[config.mk]
export PLATFORM = sky130hd
export DESIGN_NAME = uuencode_line_encoder_crc16_unit
export DESIGN_NICKNAME = d
export VERILOG_FILES = /design/src/hdl/uuenc_pkg.sv /design/src/hdl/uuenc_ram.sv /design/src/hdl/uuenc_front.sv /design/src/hdl/uuenc_fifo.sv /design/src/hdl/uuenc_back.sv /design/src/hdl/uuencode_line_encoder_crc16_unit.sv
export SDC_FILE = /design/constraint.sdc
export NUM_CORES = 2
export LEC_CHECK = 0
export BUFFER_PORTS_ARGS = -buffer_cell sky130_fd_sc_hd__buf_4
export CAP_MARGIN = 20
export CORE_ASPECT_RATIO = 1.5
export CORE_UTILIZATION = 45
export DETAILED_ROUTE_END_ITERATION = 8
export GPL_ROUTABILITY_DRIVEN = 0
export PLACE_DENSITY_LB_ADDON = 0.3
export SYNTH_ARGS = -nofsm -noshare
export SYNTH_HDL_FRONTEND = slang
export SYNTH_SLANG_ARGS = --single-unit
[constraint.sdc]
create_clock -name clock -period 4.95 [get_ports clock]
set_clock_uncertainty 0.2 [all_clocks]
set_input_delay 0 -clock clock [delete_from_list [all_inputs] [get_ports clock]]
set_output_delay 0 -clock clock [all_outputs]
set_load 0.02 [all_outputs]
[src/hdl/uuenc_pkg.sv]
package uuenc_pkg;

   // byte index width within one line buffer, one extra bit selects the bank
   localparam int CNT_W     = 6;
   localparam int ADDR_W    = CNT_W + 1;
   localparam int RAM_DEPTH = 2 ** ADDR_W;
   localparam int QUEUE_DEPTH = 2;

   localparam logic [15:0] CRC_POLY = 16'h1021;

   localparam logic [1:0] CMD_DATA    = 2'd0;
   localparam logic [1:0] CMD_FLUSH   = 2'd1;
   localparam logic [1:0] CMD_TRAILER = 2'd2;

   localparam logic [6:0] CH_SPACE = 7'h20;
   localparam logic [6:0] CH_BQ    = 7'h60;
   localparam logic [6:0] CH_CR    = 7'h0D;
   localparam logic [6:0] CH_LF    = 7'h0A;
   localparam logic [6:0] CH_E     = 7'h65;
   localparam logic [6:0] CH_N     = 7'h6E;
   localparam logic [6:0] CH_D     = 7'h64;

   localparam logic [3:0] TRL_LAST = 4'd13;

   typedef enum logic {
      JOB_LINE,
      JOB_TRAILER
   } job_kind_type;

   typedef struct packed {
      job_kind_type     kind;
      logic [CNT_W-1:0] count;
      logic             bank;
      logic [15:0]      crc;
   } job_type;

   typedef struct packed {
      logic line_done;
   } back_status_type;

   function automatic logic [15:0] crc_byte(input logic [15:0] crc, input logic [7:0] b);
      logic [15:0] c;
      c = crc ^ {b, 8'h00};
      for (int i = 0; i < 8; i++) begin
         if (c[15]) begin
            c = {c[14:0], 1'b0} ^ CRC_POLY;
         end else begin
            c = {c[14:0], 1'b0};
         end
      end
      return c;
   endfunction

   function automatic logic [6:0] six_char(input logic [5:0] v);
      logic [6:0] r;
      r = (v == 6'd0) ? CH_BQ : ({1'b0, v} + CH_SPACE);
      return r;
   endfunction

   function automatic logic [6:0] hex_char(input logic [3:0] nib);
      logic [6:0] r;
      r = (nib < 4'd10) ? (7'h30 + {3'b000, nib}) : (7'h57 + {3'b000, nib});
      return r;
   endfunction

   // "`" CR LF "end" CR LF, four hex digits, CR LF
   function automatic logic [6:0] trailer_char(input logic [3:0] idx, input logic [15:0] crc);
      logic [6:0] r;
      case (idx)
         4'd0:    r = CH_BQ;
         4'd1:    r = CH_CR;
         4'd2:    r = CH_LF;
         4'd3:    r = CH_E;
         4'd4:    r = CH_N;
         4'd5:    r = CH_D;
         4'd6:    r = CH_CR;
         4'd7:    r = CH_LF;
         4'd8:    r = hex_char(crc[15:12]);
         4'd9:    r = hex_char(crc[11:8]);
         4'd10:   r = hex_char(crc[7:4]);
         4'd11:   r = hex_char(crc[3:0]);
         4'd12:   r = CH_CR;
         default: r = CH_LF;
      endcase
      return r;
   endfunction

endpackage

[src/hdl/uuenc_ram.sv]
module uuenc_ram #(
   parameter int WIDTH = 8,
   parameter int DEPTH = 128
) (
   input  logic                     clock,
   input  logic                     wr_en,
   input  logic [$clog2(DEPTH)-1:0] wr_addr,
   input  logic [WIDTH-1:0]         wr_data,
   input  logic                     rd_en,
   input  logic [$clog2(DEPTH)-1:0] rd_addr,
   output logic [WIDTH-1:0]         rd_data
);

   logic [WIDTH-1:0] mem_ff [DEPTH];
   logic [WIDTH-1:0] rd_data_ff;

   always_ff @(posedge clock) begin
      if (wr_en) begin
         mem_ff[wr_addr] <= wr_data;
      end
      if (rd_en) begin
         rd_data_ff <= mem_ff[rd_addr];
      end
   end

   assign rd_data = rd_data_ff;

endmodule

[src/hdl/uuenc_front.sv]
module uuenc_front #(
   parameter int LINE_BYTES = 45
) (
   input  logic                            clock,
   input  logic                            reset,
   input  logic                            in_valid,
   output logic                            in_ready,
   input  logic [1:0]                      in_cmd,
   input  logic [7:0]                      in_byte,
   input  logic                            queue_full,
   output logic                            push,
   output uuenc_pkg::job_type              push_job,
   output logic                            ram_we,
   output logic [uuenc_pkg::ADDR_W-1:0]    ram_waddr,
   output logic [7:0]                      ram_wdata,
   input  uuenc_pkg::back_status_type      back_status
);

   localparam logic [uuenc_pkg::CNT_W-1:0] FULL_COUNT = uuenc_pkg::CNT_W'(LINE_BYTES);

   logic [uuenc_pkg::CNT_W-1:0] count_ff, count_in;
   logic                        bank_ff, bank_in;
   logic [15:0]                 crc_ff, crc_in;
   // lines handed to the back end and not yet fully sent, one per bank
   logic [1:0]                  pend_ff, pend_in;
   logic                        accept;
   logic                        push_line;
   logic [uuenc_pkg::CNT_W-1:0] count_inc;

   assign in_ready  = !queue_full && (pend_ff != 2'd2);
   assign accept    = in_valid && in_ready;
   assign count_inc = count_ff + uuenc_pkg::CNT_W'(1);

   assign ram_waddr = {bank_ff, count_ff};
   assign ram_wdata = in_byte;

   always_comb begin
      count_in       = count_ff;
      bank_in        = bank_ff;
      crc_in         = crc_ff;
      push           = 1'b0;
      push_line      = 1'b0;
      ram_we         = 1'b0;
      push_job.kind  = uuenc_pkg::JOB_LINE;
      push_job.count = count_ff;
      push_job.bank  = bank_ff;
      push_job.crc   = crc_ff;
      if (accept) begin
         case (in_cmd)
            uuenc_pkg::CMD_DATA: begin
               crc_in = uuenc_pkg::crc_byte(crc_ff, in_byte);
               ram_we = 1'b1;
               if (count_inc == FULL_COUNT) begin
                  push           = 1'b1;
                  push_line      = 1'b1;
                  push_job.count = count_inc;
                  count_in       = '0;
                  bank_in        = !bank_ff;
               end else begin
                  count_in = count_inc;
               end
            end
            uuenc_pkg::CMD_FLUSH: begin
               if (count_ff != '0) begin
                  push      = 1'b1;
                  push_line = 1'b1;
                  count_in  = '0;
                  bank_in   = !bank_ff;
               end
            end
            uuenc_pkg::CMD_TRAILER: begin
               push          = 1'b1;
               push_job.kind = uuenc_pkg::JOB_TRAILER;
               crc_in        = '0;
            end
            default: begin
            end
         endcase
      end
   end

   always_comb begin
      case ({push_line, back_status.line_done})
         2'b10:   pend_in = pend_ff + 2'd1;
         2'b01:   pend_in = pend_ff - 2'd1;
         default: pend_in = pend_ff;
      endcase
   end

   always_ff @(posedge clock) begin
      if (reset) begin
         count_ff <= '0;
         bank_ff  <= 1'b0;
         crc_ff   <= '0;
         pend_ff  <= '0;
      end else begin
         count_ff <= count_in;
         bank_ff  <= bank_in;
         crc_ff   <= crc_in;
         pend_ff  <= pend_in;
      end
   end

endmodule

[src/hdl/uuenc_fifo.sv]
module uuenc_fifo (
   input  logic               clock,
   input  logic               reset,
   input  logic               push,
   input  uuenc_pkg::job_type wr_data,
   output logic               full,
   input  logic               pop,
   output logic               rd_valid,
   output uuenc_pkg::job_type rd_data
);

   localparam int PTR_W = $clog2(uuenc_pkg::QUEUE_DEPTH);
   localparam int CNT_W = $clog2(uuenc_pkg::QUEUE_DEPTH + 1);

   uuenc_pkg::job_type slot_ff [uuenc_pkg::QUEUE_DEPTH];
   logic [PTR_W-1:0]   wr_ptr_ff, wr_ptr_in;
   logic [PTR_W-1:0]   rd_ptr_ff, rd_ptr_in;
   logic [CNT_W-1:0]   count_ff, count_in;
   logic               do_push, do_pop;

   assign full     = (count_ff == CNT_W'(uuenc_pkg::QUEUE_DEPTH));
   assign rd_valid = (count_ff != '0);
   assign rd_data  = slot_ff[rd_ptr_ff];
   assign do_push  = push && !full;
   assign do_pop   = pop && rd_valid;

   always_comb begin
      wr_ptr_in = wr_ptr_ff;
      rd_ptr_in = rd_ptr_ff;
      count_in  = count_ff;
      if (do_push) begin
         wr_ptr_in = (wr_ptr_ff == PTR_W'(uuenc_pkg::QUEUE_DEPTH - 1)) ? '0
                                                                       : wr_ptr_ff + PTR_W'(1);
      end
      if (do_pop) begin
         rd_ptr_in = (rd_ptr_ff == PTR_W'(uuenc_pkg::QUEUE_DEPTH - 1)) ? '0
                                                                       : rd_ptr_ff + PTR_W'(1);
      end
      case ({do_push, do_pop})
         2'b10:   count_in = count_ff + CNT_W'(1);
         2'b01:   count_in = count_ff - CNT_W'(1);
         default: count_in = count_ff;
      endcase
   end

   always_ff @(posedge clock) begin
      if (do_push) begin
         slot_ff[wr_ptr_ff] <= wr_data;
      end
   end

   always_ff @(posedge clock) begin
      if (reset) begin
         wr_ptr_ff <= '0;
         rd_ptr_ff <= '0;
         count_ff  <= '0;
      end else begin
         wr_ptr_ff <= wr_ptr_in;
         rd_ptr_ff <= rd_ptr_in;
         count_ff  <= count_in;
      end
   end

endmodule

[src/hdl/uuenc_back.sv]
module uuenc_back (
   input  logic                         clock,
   input  logic                         reset,
   input  logic                         job_valid,
   input  uuenc_pkg::job_type           job,
   output logic                         job_pop,
   output logic                         ram_re,
   output logic [uuenc_pkg::ADDR_W-1:0] ram_raddr,
   input  logic [7:0]                   ram_rdata,
   output logic                         out_valid,
   input  logic                         out_ready,
   output logic [6:0]                   out_char,
   output logic                         out_last,
   output uuenc_pkg::back_status_type   status
);

   typedef enum logic [5:0] {
      ST_IDLE = 6'b000001,
      ST_LEN  = 6'b000010,
      ST_DATA = 6'b000100,
      ST_CR   = 6'b001000,
      ST_LF   = 6'b010000,
      ST_TRL  = 6'b100000
   } back_state_type;

   back_state_type              state_ff, state_in;
   uuenc_pkg::job_type          job_ff, job_in;
   logic [uuenc_pkg::CNT_W-1:0] pos_ff, pos_in;
   logic [1:0]                  sub_ff, sub_in;
   logic [7:0]                  prev_ff, prev_in;
   logic [3:0]                  trl_idx_ff, trl_idx_in;
   logic                        out_valid_ff, out_valid_in;
   logic [6:0]                  out_char_ff, out_char_in;
   logic                        out_last_ff, out_last_in;

   logic                        slot_free;
   logic [uuenc_pkg::CNT_W:0]   cur_idx;
   logic [uuenc_pkg::CNT_W:0]   next_grp;
   logic [uuenc_pkg::CNT_W-1:0] rd_idx;
   logic [7:0]                  cur;

   assign slot_free = !out_valid_ff || out_ready;
   assign cur_idx   = {1'b0, pos_ff} + {{(uuenc_pkg::CNT_W - 1){1'b0}}, sub_ff};
   assign next_grp  = {1'b0, pos_ff} + (uuenc_pkg::CNT_W + 1)'(3);
   // bytes past the end of a partial line read as zero padding
   assign cur       = (cur_idx < {1'b0, job_ff.count}) ? ram_rdata : 8'h00;
   assign rd_idx    = (state_ff == ST_LEN) ? '0 : uuenc_pkg::CNT_W'(cur_idx + 1'b1);
   assign ram_raddr = {job_ff.bank, rd_idx};

   always_comb begin
      state_in         = state_ff;
      job_in           = job_ff;
      pos_in           = pos_ff;
      sub_in           = sub_ff;
      prev_in          = prev_ff;
      trl_idx_in       = trl_idx_ff;
      out_valid_in     = out_valid_ff && !out_ready;
      out_char_in      = out_char_ff;
      out_last_in      = out_last_ff;
      job_pop          = 1'b0;
      ram_re           = 1'b0;
      status.line_done = 1'b0;
      case (state_ff)
         ST_IDLE: begin
            if (job_valid) begin
               job_pop    = 1'b1;
               job_in     = job;
               pos_in     = '0;
               sub_in     = '0;
               trl_idx_in = '0;
               state_in   = (job.kind == uuenc_pkg::JOB_LINE) ? ST_LEN : ST_TRL;
            end
         end
         ST_LEN: begin
            if (slot_free) begin
               out_valid_in = 1'b1;
               out_char_in  = {1'b0, job_ff.count} + uuenc_pkg::CH_SPACE;
               out_last_in  = 1'b0;
               ram_re       = 1'b1;
               state_in     = ST_DATA;
            end
         end
         ST_DATA: begin
            if (slot_free) begin
               out_valid_in = 1'b1;
               out_last_in  = 1'b0;
               sub_in       = sub_ff + 2'd1;
               case (sub_ff)
                  2'd0: begin
                     out_char_in = uuenc_pkg::six_char(cur[7:2]);
                     prev_in     = cur;
                     ram_re      = 1'b1;
                  end
                  2'd1: begin
                     out_char_in = uuenc_pkg::six_char({prev_ff[1:0], cur[7:4]});
                     prev_in     = cur;
                     ram_re      = 1'b1;
                  end
                  2'd2: begin
                     out_char_in = uuenc_pkg::six_char({prev_ff[3:0], cur[7:6]});
                     prev_in     = cur;
                     ram_re      = 1'b1;
                  end
                  default: begin
                     out_char_in = uuenc_pkg::six_char(prev_ff[5:0]);
                     if (next_grp >= {1'b0, job_ff.count}) begin
                        state_in = ST_CR;
                     end else begin
                        pos_in = next_grp[uuenc_pkg::CNT_W-1:0];
                     end
                  end
               endcase
            end
         end
         ST_CR: begin
            if (slot_free) begin
               out_valid_in = 1'b1;
               out_char_in  = uuenc_pkg::CH_CR;
               out_last_in  = 1'b0;
               state_in     = ST_LF;
            end
         end
         ST_LF: begin
            if (slot_free) begin
               out_valid_in     = 1'b1;
               out_char_in      = uuenc_pkg::CH_LF;
               out_last_in      = 1'b1;
               status.line_done = 1'b1;
               state_in         = ST_IDLE;
            end
         end
         ST_TRL: begin
            if (slot_free) begin
               out_valid_in = 1'b1;
               out_char_in  = uuenc_pkg::trailer_char(trl_idx_ff, job_ff.crc);
               out_last_in  = (trl_idx_ff == uuenc_pkg::TRL_LAST);
               trl_idx_in   = trl_idx_ff + 4'd1;
               if (trl_idx_ff == uuenc_pkg::TRL_LAST) begin
                  state_in = ST_IDLE;
               end
            end
         end
         default: begin
            state_in = ST_IDLE;
         end
      endcase
   end

   always_ff @(posedge clock) begin
      job_ff      <= job_in;
      pos_ff      <= pos_in;
      sub_ff      <= sub_in;
      prev_ff     <= prev_in;
      trl_idx_ff  <= trl_idx_in;
      out_char_ff <= out_char_in;
      out_last_ff <= out_last_in;
   end

   always_ff @(posedge clock) begin
      if (reset) begin
         state_ff     <= ST_IDLE;
         out_valid_ff <= 1'b0;
      end else begin
         state_ff     <= state_in;
         out_valid_ff <= out_valid_in;
      end
   end

   assign out_valid = out_valid_ff;
   assign out_char  = out_char_ff;
   assign out_last  = out_last_ff;

endmodule

[src/hdl/uuencode_line_encoder_crc16_unit.sv]
// channel | ports                               | contents
// --------+-------------------------------------+-------------------------------------
// req     | req_tvalid req_tready req_tdata     | tdata[7:0] data_byte
//         | req_tuser                           | tuser[1:0] cmd (data, flush, trailer)
// rsp     | rsp_tvalid rsp_tready rsp_tdata     | tdata[6:0] out_char, tdata[7] zero
//         | rsp_tlast                           | tlast last char caused by one item
//
// an item is taken whenever req_tvalid and req_tready are both high; the front end stalls only while both line banks
// are still being sent or the two-entry job queue is full.
// the back end sends one char per cycle while rsp_tready allows, so a line of n bytes costs
// 4*ceil(n/3)+3 chars plus an idle start-up state, and a trailer 14 chars plus that idle state;
// sustained input is limited by that one-char-per-cycle output.
// synchronous reset clears counters, crc, queue and output; the line buffer is not cleared.
// rsp back-pressure holds the back end; the front end keeps taking items meanwhile until it stalls as above.
module uuencode_line_encoder_crc16_unit #(
   parameter int LINE_BYTES = 45
) (
   input  logic       clock,
   input  logic       reset,
   input  logic       req_tvalid,
   output logic       req_tready,
   input  logic [7:0] req_tdata,  // [7:0] data_byte
   input  logic [1:0] req_tuser,  // [1:0] cmd
   output logic       rsp_tvalid,
   input  logic       rsp_tready,
   output logic [7:0] rsp_tdata,  // [6:0] out_char, [7] zero
   output logic       rsp_tlast
);

   logic                            fifo_push;
   uuenc_pkg::job_type              fifo_wr_job;
   logic                            fifo_full;
   logic                            job_pop;
   logic                            job_valid;
   uuenc_pkg::job_type              job;
   logic                            ram_we;
   logic [uuenc_pkg::ADDR_W-1:0]    ram_waddr;
   logic [7:0]                      ram_wdata;
   logic                            ram_re;
   logic [uuenc_pkg::ADDR_W-1:0]    ram_raddr;
   logic [7:0]                      ram_rdata;
   uuenc_pkg::back_status_type      back_status;
   logic [6:0]                      out_char;

   uuenc_front #(
      .LINE_BYTES(LINE_BYTES)
   ) u_front (
      .clock      (clock),
      .reset      (reset),
      .in_valid   (req_tvalid),
      .in_ready   (req_tready),
      .in_cmd     (req_tuser),
      .in_byte    (req_tdata),
      .queue_full (fifo_full),
      .push       (fifo_push),
      .push_job   (fifo_wr_job),
      .ram_we     (ram_we),
      .ram_waddr  (ram_waddr),
      .ram_wdata  (ram_wdata),
      .back_status(back_status)
   );

   uuenc_ram #(
      .WIDTH(8),
      .DEPTH(uuenc_pkg::RAM_DEPTH)
   ) u_line_ram (
      .clock  (clock),
      .wr_en  (ram_we),
      .wr_addr(ram_waddr),
      .wr_data(ram_wdata),
      .rd_en  (ram_re),
      .rd_addr(ram_raddr),
      .rd_data(ram_rdata)
   );

   uuenc_fifo u_queue (
      .clock   (clock),
      .reset   (reset),
      .push    (fifo_push),
      .wr_data (fifo_wr_job),
      .full    (fifo_full),
      .pop     (job_pop),
      .rd_valid(job_valid),
      .rd_data (job)
   );

   uuenc_back u_back (
      .clock    (clock),
      .reset    (reset),
      .job_valid(job_valid),
      .job      (job),
      .job_pop  (job_pop),
      .ram_re   (ram_re),
      .ram_raddr(ram_raddr),
      .ram_rdata(ram_rdata),
      .out_valid(rsp_tvalid),
      .out_ready(rsp_tready),
      .out_char (out_char),
      .out_last (rsp_tlast),
      .status   (back_status)
   );

   assign rsp_tdata = {1'b0, out_char};

`ifndef NO_ASSERTIONS
   // the front end must never hand a job to a full queue
   assert property (@(posedge clock) disable iff (reset) !(fifo_push && fifo_full))
      else $error("job pushed into full queue");

   // a line job always carries at least one byte
   assert property (@(posedge clock) disable iff (reset)
      (job_pop && job.kind == uuenc_pkg::JOB_LINE) |-> (job.count != '0))
      else $error("empty line job started");

   // every run of chars ends in a line feed
   assert property (@(posedge clock) disable iff (reset)
      (rsp_tvalid && rsp_tlast) |-> (rsp_tdata[6:0] == uuenc_pkg::CH_LF))
      else $error("run ends on a char other than line feed");
`endif

endmodule

* Word level (Yosys, flattened, before mapping)
Memory sizes are Yosys's and may differ from the RTL's. A register that Yosys moved wholly into a read port is not among the register bits. Cells that the tools add are included.
Cells by class: add/subtract/negate cells 25, multiply operators 0, div/mod/pow operators 0, $lt $le $gt $ge 6, equality and inequality tests 41, shifts and indexed selects 0, muxes and demuxes 104, bitwise operators 9, reduce and logical (&&, ||, !) cells 42
Operators by type and width (count):
- 16-bit 2-to-1 mux | 14
- 6-bit 2-to-1 mux | 19
- 13-bit 2-to-1 mux | 8
- 7-bit 2-to-1 mux | 14
- 7-bit case mux with 9 select lines | 1
- 6-bit case mux with 6 select lines | 1
- 6-bit by 6-bit adder with 7-bit output, second input constant | 5
- 7-bit case mux with 5 select lines | 1
- 16-bit case mux with 2 select lines | 1
- 6-bit by 4-bit adder with 7-bit output, first input constant | 4
- 7-bit by 4-bit adder with 7-bit output, first input constant | 4
- 1-bit 2-to-1 mux | 28
- 4-bit == test, second input constant | 6
- 6-bit zero test | 4
- 3-bit NOT | 8
- 6-bit case mux with 2 select lines | 2
- 7-bit case mux with 3 select lines | 1
- 2-bit by 1-bit != test with 1-bit output, second input constant | 10
- 4-bit < comparator, second input constant | 4
- 16-bit bitwise XOR | 1
- 2-bit nonzero test | 7
- 6-bit by 1-bit adder with 6-bit output, second input constant | 2
- 4-bit by 3-bit == test with 1-bit output, second input constant | 3
- 6-bit == test, second input constant | 2
- other kinds (41) | 77
Storage, ports and cells: flip-flop bits (word level) 85, bits in latches 0, bits in writable memories 1072, ROM bits 0, input port bits 14, memories 2
Memory list:
- u_line_ram.mem_ff | depth 128, bits a word 8, rd ports 1, clocked after memory_dff 1, wr ports 1, RTL line uuenc_ram.sv:14 | logic [WIDTH-1:0] mem_ff [DEPTH];
- u_queue.slot_ff | depth 2, bits a word 24, rd ports 1, clocked after memory_dff 1, wr ports 1, RTL line uuenc_fifo.sv:15 | uuenc_pkg::job_type slot_ff [uuenc_pkg::QUEUE_DEPTH];

* Depth between registers and ports, before layout
depth after elaboration 32, gate-level depth with buffers 15, mapped depth without buffers 12

* Cells and area by module
From an unflattened synthesis, not the netlist that was laid out.
Second synthesis, totals: cells, all modules 2314, area, all modules 47032.6 um^2
By module, submodules not included:
- uuenc_ram | times used 1, cells each 1635, area an instance 39745.6 um^2
- uuenc_back | times used 1, cells each 400, area an instance 3836.2 um^2
- uuenc_fifo | times used 1, cells each 101, area an instance 1956.9 um^2
- uuenc_front | times used 1, cells each 176, area an instance 1482.7 um^2
- uuencode_line_encoder_crc16_unit | times used 1, cells each 2, area an instance 11.3 um^2

* Least setup slack after synthesis
Ideal clock, no wire load.
path type register -> register, from register u_back.sub_ff[0], to register u_line_ram.rd_data_ff[1] (netlist: u_line_ram.rd_data[1]) (read register of u_line_ram.mem_ff), data pin, setup time 0.269 ns, arrival 3.410 ns, setup slack 1.072 ns, cell stages (with the launch flop) 14, buffers on the path 3, period minus slack after synthesis 3.878 ns, cells stage by stage edfxtp_1 ha_1 fa_1 ha_1 clkbuf_1 buf_1 clkbuf_1 mux4_2 nor2_1 o21ai_0 nand3_1 a21oi_1 nor4_1 o22ai_1
On the way: longest elaborated chain between the ends 5
RTL lines:
- from (decl) | RTL line uuenc_back.sv:29 | logic [1:0] sub_ff, sub_in;
- from (signal assigned) | RTL line uuenc_back.sv:152 | sub_ff <= sub_in;
- parallel branches: the longest is 5 deep, another holds 6-bit by 2-bit adder with 7-bit output
- to (decl) | RTL line uuenc_ram.sv:15 | logic [WIDTH-1:0] rd_data_ff;
Parallel ways; which one is timed is not known. A chain may end at the register's enable or synchronous reset.

* Worst setup path after layout
from register u_back.sub_ff[0], to register u_line_ram.rd_data_ff[2] (netlist: u_line_ram.rd_data[2]) (read register of u_line_ram.mem_ff), data pin
The elaborated chain is that of the path after synthesis.

==> results by group <==
GRT
  • Largest net degree at the start of global routing: 104
  • Via count of the first global-routing pass: 30722
  • First-pass GRT wire length: 211000 µm
  • GR Overflow Total: 0
  • Number of antenna violations at the first check in global routing: 0
  • Total routing resource utilization after global routing: 26.8%

Detailed routing
  • Routed length per instance: 29.6 µm
  • Antenna viol nets, final: 0
  • Total Wirelength: 147000 µm
  • Remaining DRCs: 0
  • Post-DR vias/cell: 6.28
  • Via total after detailed routing: 31228
  • Detailed router's first-iteration violation count: 4297
  • 1st-pass router iterations: 8

Critical path
  • Crit path DAT: 5100 ps
  • R2r setup slk: 130 ps
  • Critical path cell sequence: ha_4 > fa_1 > ha_4 > xnor3_4 > buf_12 > buf_12 > o21ai_0 > o21ai_0 > o221a_2 > a2111oi_0 > a31oi_1 > a31o_2 > and3_1
  • Maximum fanout along the worst path: 36
  • Depth of the worst register-to-register path: 13
  • Required arrival time at the worst endpoint: 5230 ps
  • Kind of capture point of the worst setup path: flip-flop
  • Largest stage delay on the critical path: 700 ps
  • Kind of critical path: reg2reg
  • Critical Path Source Type: flip-flop
  • Critical-path cell with the highest stage delay: sky130_fd_sc_hd__a2111oi_0

Finish
  • Synthesis-to-finish area growth: 12.4%
  • Proportion of layout cells with a drive suffix above 1: 13.4%
  • Final non-filler cell area: 0.0543 mm²
  • Layout Nets: 3524
  • Final-layout fill cell count: 8833

Placed design
  • Count of buffers from port buffering: 23
  • Area after detailed placement: 0.0508 mm²
  • Setup WS pre-CTS: 219 ps
  • Post-detail-place hpwl: 93300 µm

Timing
  • Setup violations, final: 0
  • Minimum period implied by the final worst setup slack: 4820 ps
  • RSZ-0062 raised after global routing: no
  • Tightest Pin Transition: 1120 ps
  • Pins Over Slew Limit: 0
  • Final Cycle Share: 97.4%
  • Remaining max-slew budget at the tightest pin: 25.2%
  • Final-report hold violation count: 0
  • Final hold slack: 40.7 ps
  • Final setup slack of the worst path: 131 ps
  • Setup TNS: 0 ps
  • Max Clk Rate: 208 MHz

Yosys
  • Share of synthesized area occupied by flip-flops and latches: 71.8%
  • Syn nets: 3432
  • Synth top area cells: sky130_fd_sc_hd__edfxtp_1, sky130_fd_sc_hd__nand2_1, sky130_fd_sc_hd__nor2_1, sky130_fd_sc_hd__mux2i_1, sky130_fd_sc_hd__o21ai_0
  • Post-synth top area share: 70.3%
  • Most frequent cells after synthesis: sky130_fd_sc_hd__edfxtp_1, sky130_fd_sc_hd__nand2_1, sky130_fd_sc_hd__nor2_1
  • Mapped Avg Cell Area: 14.3 µm²
  • Dominant cell by count in the synthesized netlist: sky130_fd_sc_hd__edfxtp_1
  • Warnings, synthesis: 0
  • Count of flip-flops with a built-in enable after synthesis: 1129
  • Share of synthesized registers carrying an async set or reset: 0%
  • Syn Std Cell Area: 0.0483 mm²
  • Cell taking the most area after synthesis: sky130_fd_sc_hd__edfxtp_1
  • Most frequently used flop master after synthesis: sky130_fd_sc_hd__edfxtp_1
  • Cell count after synthesis: 3385
  • Number of distinct library cells after synthesis: 85
  • Flip-flop and latch count after synthesis: 1166

Worst hold path
  • Tightest Hold Check Type: in2reg
  • Worst hold path stage count: 2

Floorplan
  • Std-Cell Core Area: 0.106 mm²
  • Width of the die: 269 µm
  • Y dimension of the die: 403 µm
  • Count of standard-cell rows: 146
  • Die area: 0.109 mm²
  • Initial Util: 45.5%
  • Top-Level Pins: 25

Clocking
  • Skew-Pair Late Insertion Delay: 720 ps
  • Root buffer cell: sky130_fd_sc_hd__clkbuf_16
  • Buffer levels on the longest clock path: 3
  • Clock edge transition at the registers on the reported setup and hold paths: 70 ps
  • CTS tree: done
  • Number of clock buffers inserted by TritonCTS: 100
  • Count of instances resized after the clock tree is built: 0
  • Total clock sinks: 1166
  • Level count of the clock H-tree: 3

Job
  • Number of max-capacitance violations reported: 0

Status
  • Run status: complete, no violations
stage by stage:
stage / cells / utilization (%)
2_1_floorplan: 3385 / -
3_3_place_gp: 4759 / 47.9
3_5_place_dp: 4760 / 48.0
4_1_cts: 4968 / 51.2
5_1_grt: 4969 / 51.2
6_report: 4970 / 51.2
sequential cells by signal, summed over array words and instances, names as in the netlist, 2 cells and up, named ones only:
| signal | cells |
|---|---|
| u_back.state_ff | 6 |
| u_back.pos_ff | 6 |
| u_front.count_ff | 6 |
| u_back.trl_idx_ff | 4 |
| u_back.sub_ff | 2 |
| u_line_ram.mem_ff | 1024 |
| u_front.crc_ff | 16 |
| u_queue.slot_ff | 48 |
| u_back.job_ff | 22 |
| u_queue.count_ff | 2 |
| u_line_ram.rd_data | 8 |
| u_back.prev_ff | 6 |
| u_back.out_char | 7 |
| u_front.pend_ff | 2 |
cells in the final DEF, fill, tap and decap left out, types with 20 or more instances in the layout:
master / Yosys / final
sky130_fd_sc_hd__edfxtp_1: 1129 / 1129
sky130_fd_sc_hd__nand2_1: 323 / 321
sky130_fd_sc_hd__nor2_1: 285 / 283
sky130_fd_sc_hd__o21ai_0: 188 / 188
sky130_fd_sc_hd__buf_4: 14 / 166
sky130_fd_sc_hd__a21oi_1: 159 / 157
sky130_fd_sc_hd__clkbuf_16: 0 / 102
sky130_fd_sc_hd__mux2i_1: 100 / 99
sky130_fd_sc_hd__o22ai_1: 97 / 97
sky130_fd_sc_hd__nor3_1: 79 / 79
sky130_fd_sc_hd__mux2_2: 76 / 76
sky130_fd_sc_hd__nand3_1: 69 / 69
sky130_fd_sc_hd__inv_1: 40 / 40
sky130_fd_sc_hd__a31oi_1: 38 / 38
sky130_fd_sc_hd__dfxtp_1: 37 / 37
sky130_fd_sc_hd__a22oi_1: 36 / 36
sky130_fd_sc_hd__o211ai_1: 33 / 33
sky130_fd_sc_hd__a211oi_1: 32 / 32
sky130_fd_sc_hd__o221ai_1: 31 / 31
sky130_fd_sc_hd__mux4_2: 30 / 30
sky130_fd_sc_hd__ha_1: 32 / 30
sky130_fd_sc_hd__xnor2_1: 27 / 27
sky130_fd_sc_hd__clkinv_1: 3 / 26
sky130_fd_sc_hd__buf_12: 0 / 22
sky130_fd_sc_hd__clkbuf_1: 81 / 20
sky130_fd_sc_hd__dlygate4sd3_1: 0 / 20
per-layer routing:
metal	up-vias	routed length [µm]	global-route usage [%]	part of all wire [%]
li1	13289	-	-	-
met1	15585	50700	31.5	34
met2	1855	71200	44.7	48
met3	499	13200	4.27	9.0
met4	0	12000	19.7	8.2
met5	-	0	0	0
cell type report:
class / count / area [µm²] / share of cell area (%)
antenna: 1 / 2.50 / 0.00461
inverter: 43 / 161 / 0.298
clock inverter: 66 / 581 / 1.07
tap: 1406 / 1760 / 3.24
timing repair buffer: 210 / 1940 / 3.58
clock buffer: 122 / 2630 / 4.84
multi-input combinational: 1956 / 12500 / 23.1
sequential: 1166 / 34600 / 63.9
worst paths after layout:
kind / start / endpoint
hold / removal: req_tdata[7] / u_line_ram.mem_ff[74][7]
setup / recovery: u_back.sub_ff[0] / u_line_ram.rd_data[2]
hold reg to reg: u_front.pend_ff[1] / u_front.pend_ff[1]
setup reg to reg: u_back.sub_ff[0] / u_line_ram.rd_data[2]
worst max-delay path: cells and delay by family, from the launching register on:
family                     cells  cell delay (ps)
buffers and inverters          2              450
xor gates and xnor gates       1              500
DFF                            1              500
adders and majority gates      3             1070
AOI/OAI and AO/OA              6             1620
and+or+nand+nor                1              180
cell families (layout without fill, tap and decap cells):
kind of cell	count (synthesis)	in the layout	share of synthesized area (%)
AND/OR/NAND/NOR	887	887	8.07
adder cells (fa/ha/maj)	33	33	0.871
multiplexers	206	206	5.25
XOR/XNOR	47	47	0.913
AO/OA/AOI/OAI	782	782	10.6
flip-flops	1166	1166	71.8
other	1	2	0.00777
buffers and inverters	263	441	2.50
timing repair:
action	CTS	global route
endpoints found under the hold margin	657	0
setup buffers	0	0
hold buffers	20	0
Power is not shown: default switching activity piles up to over one toggle a cycle in this logic, so the estimate is an artifact.
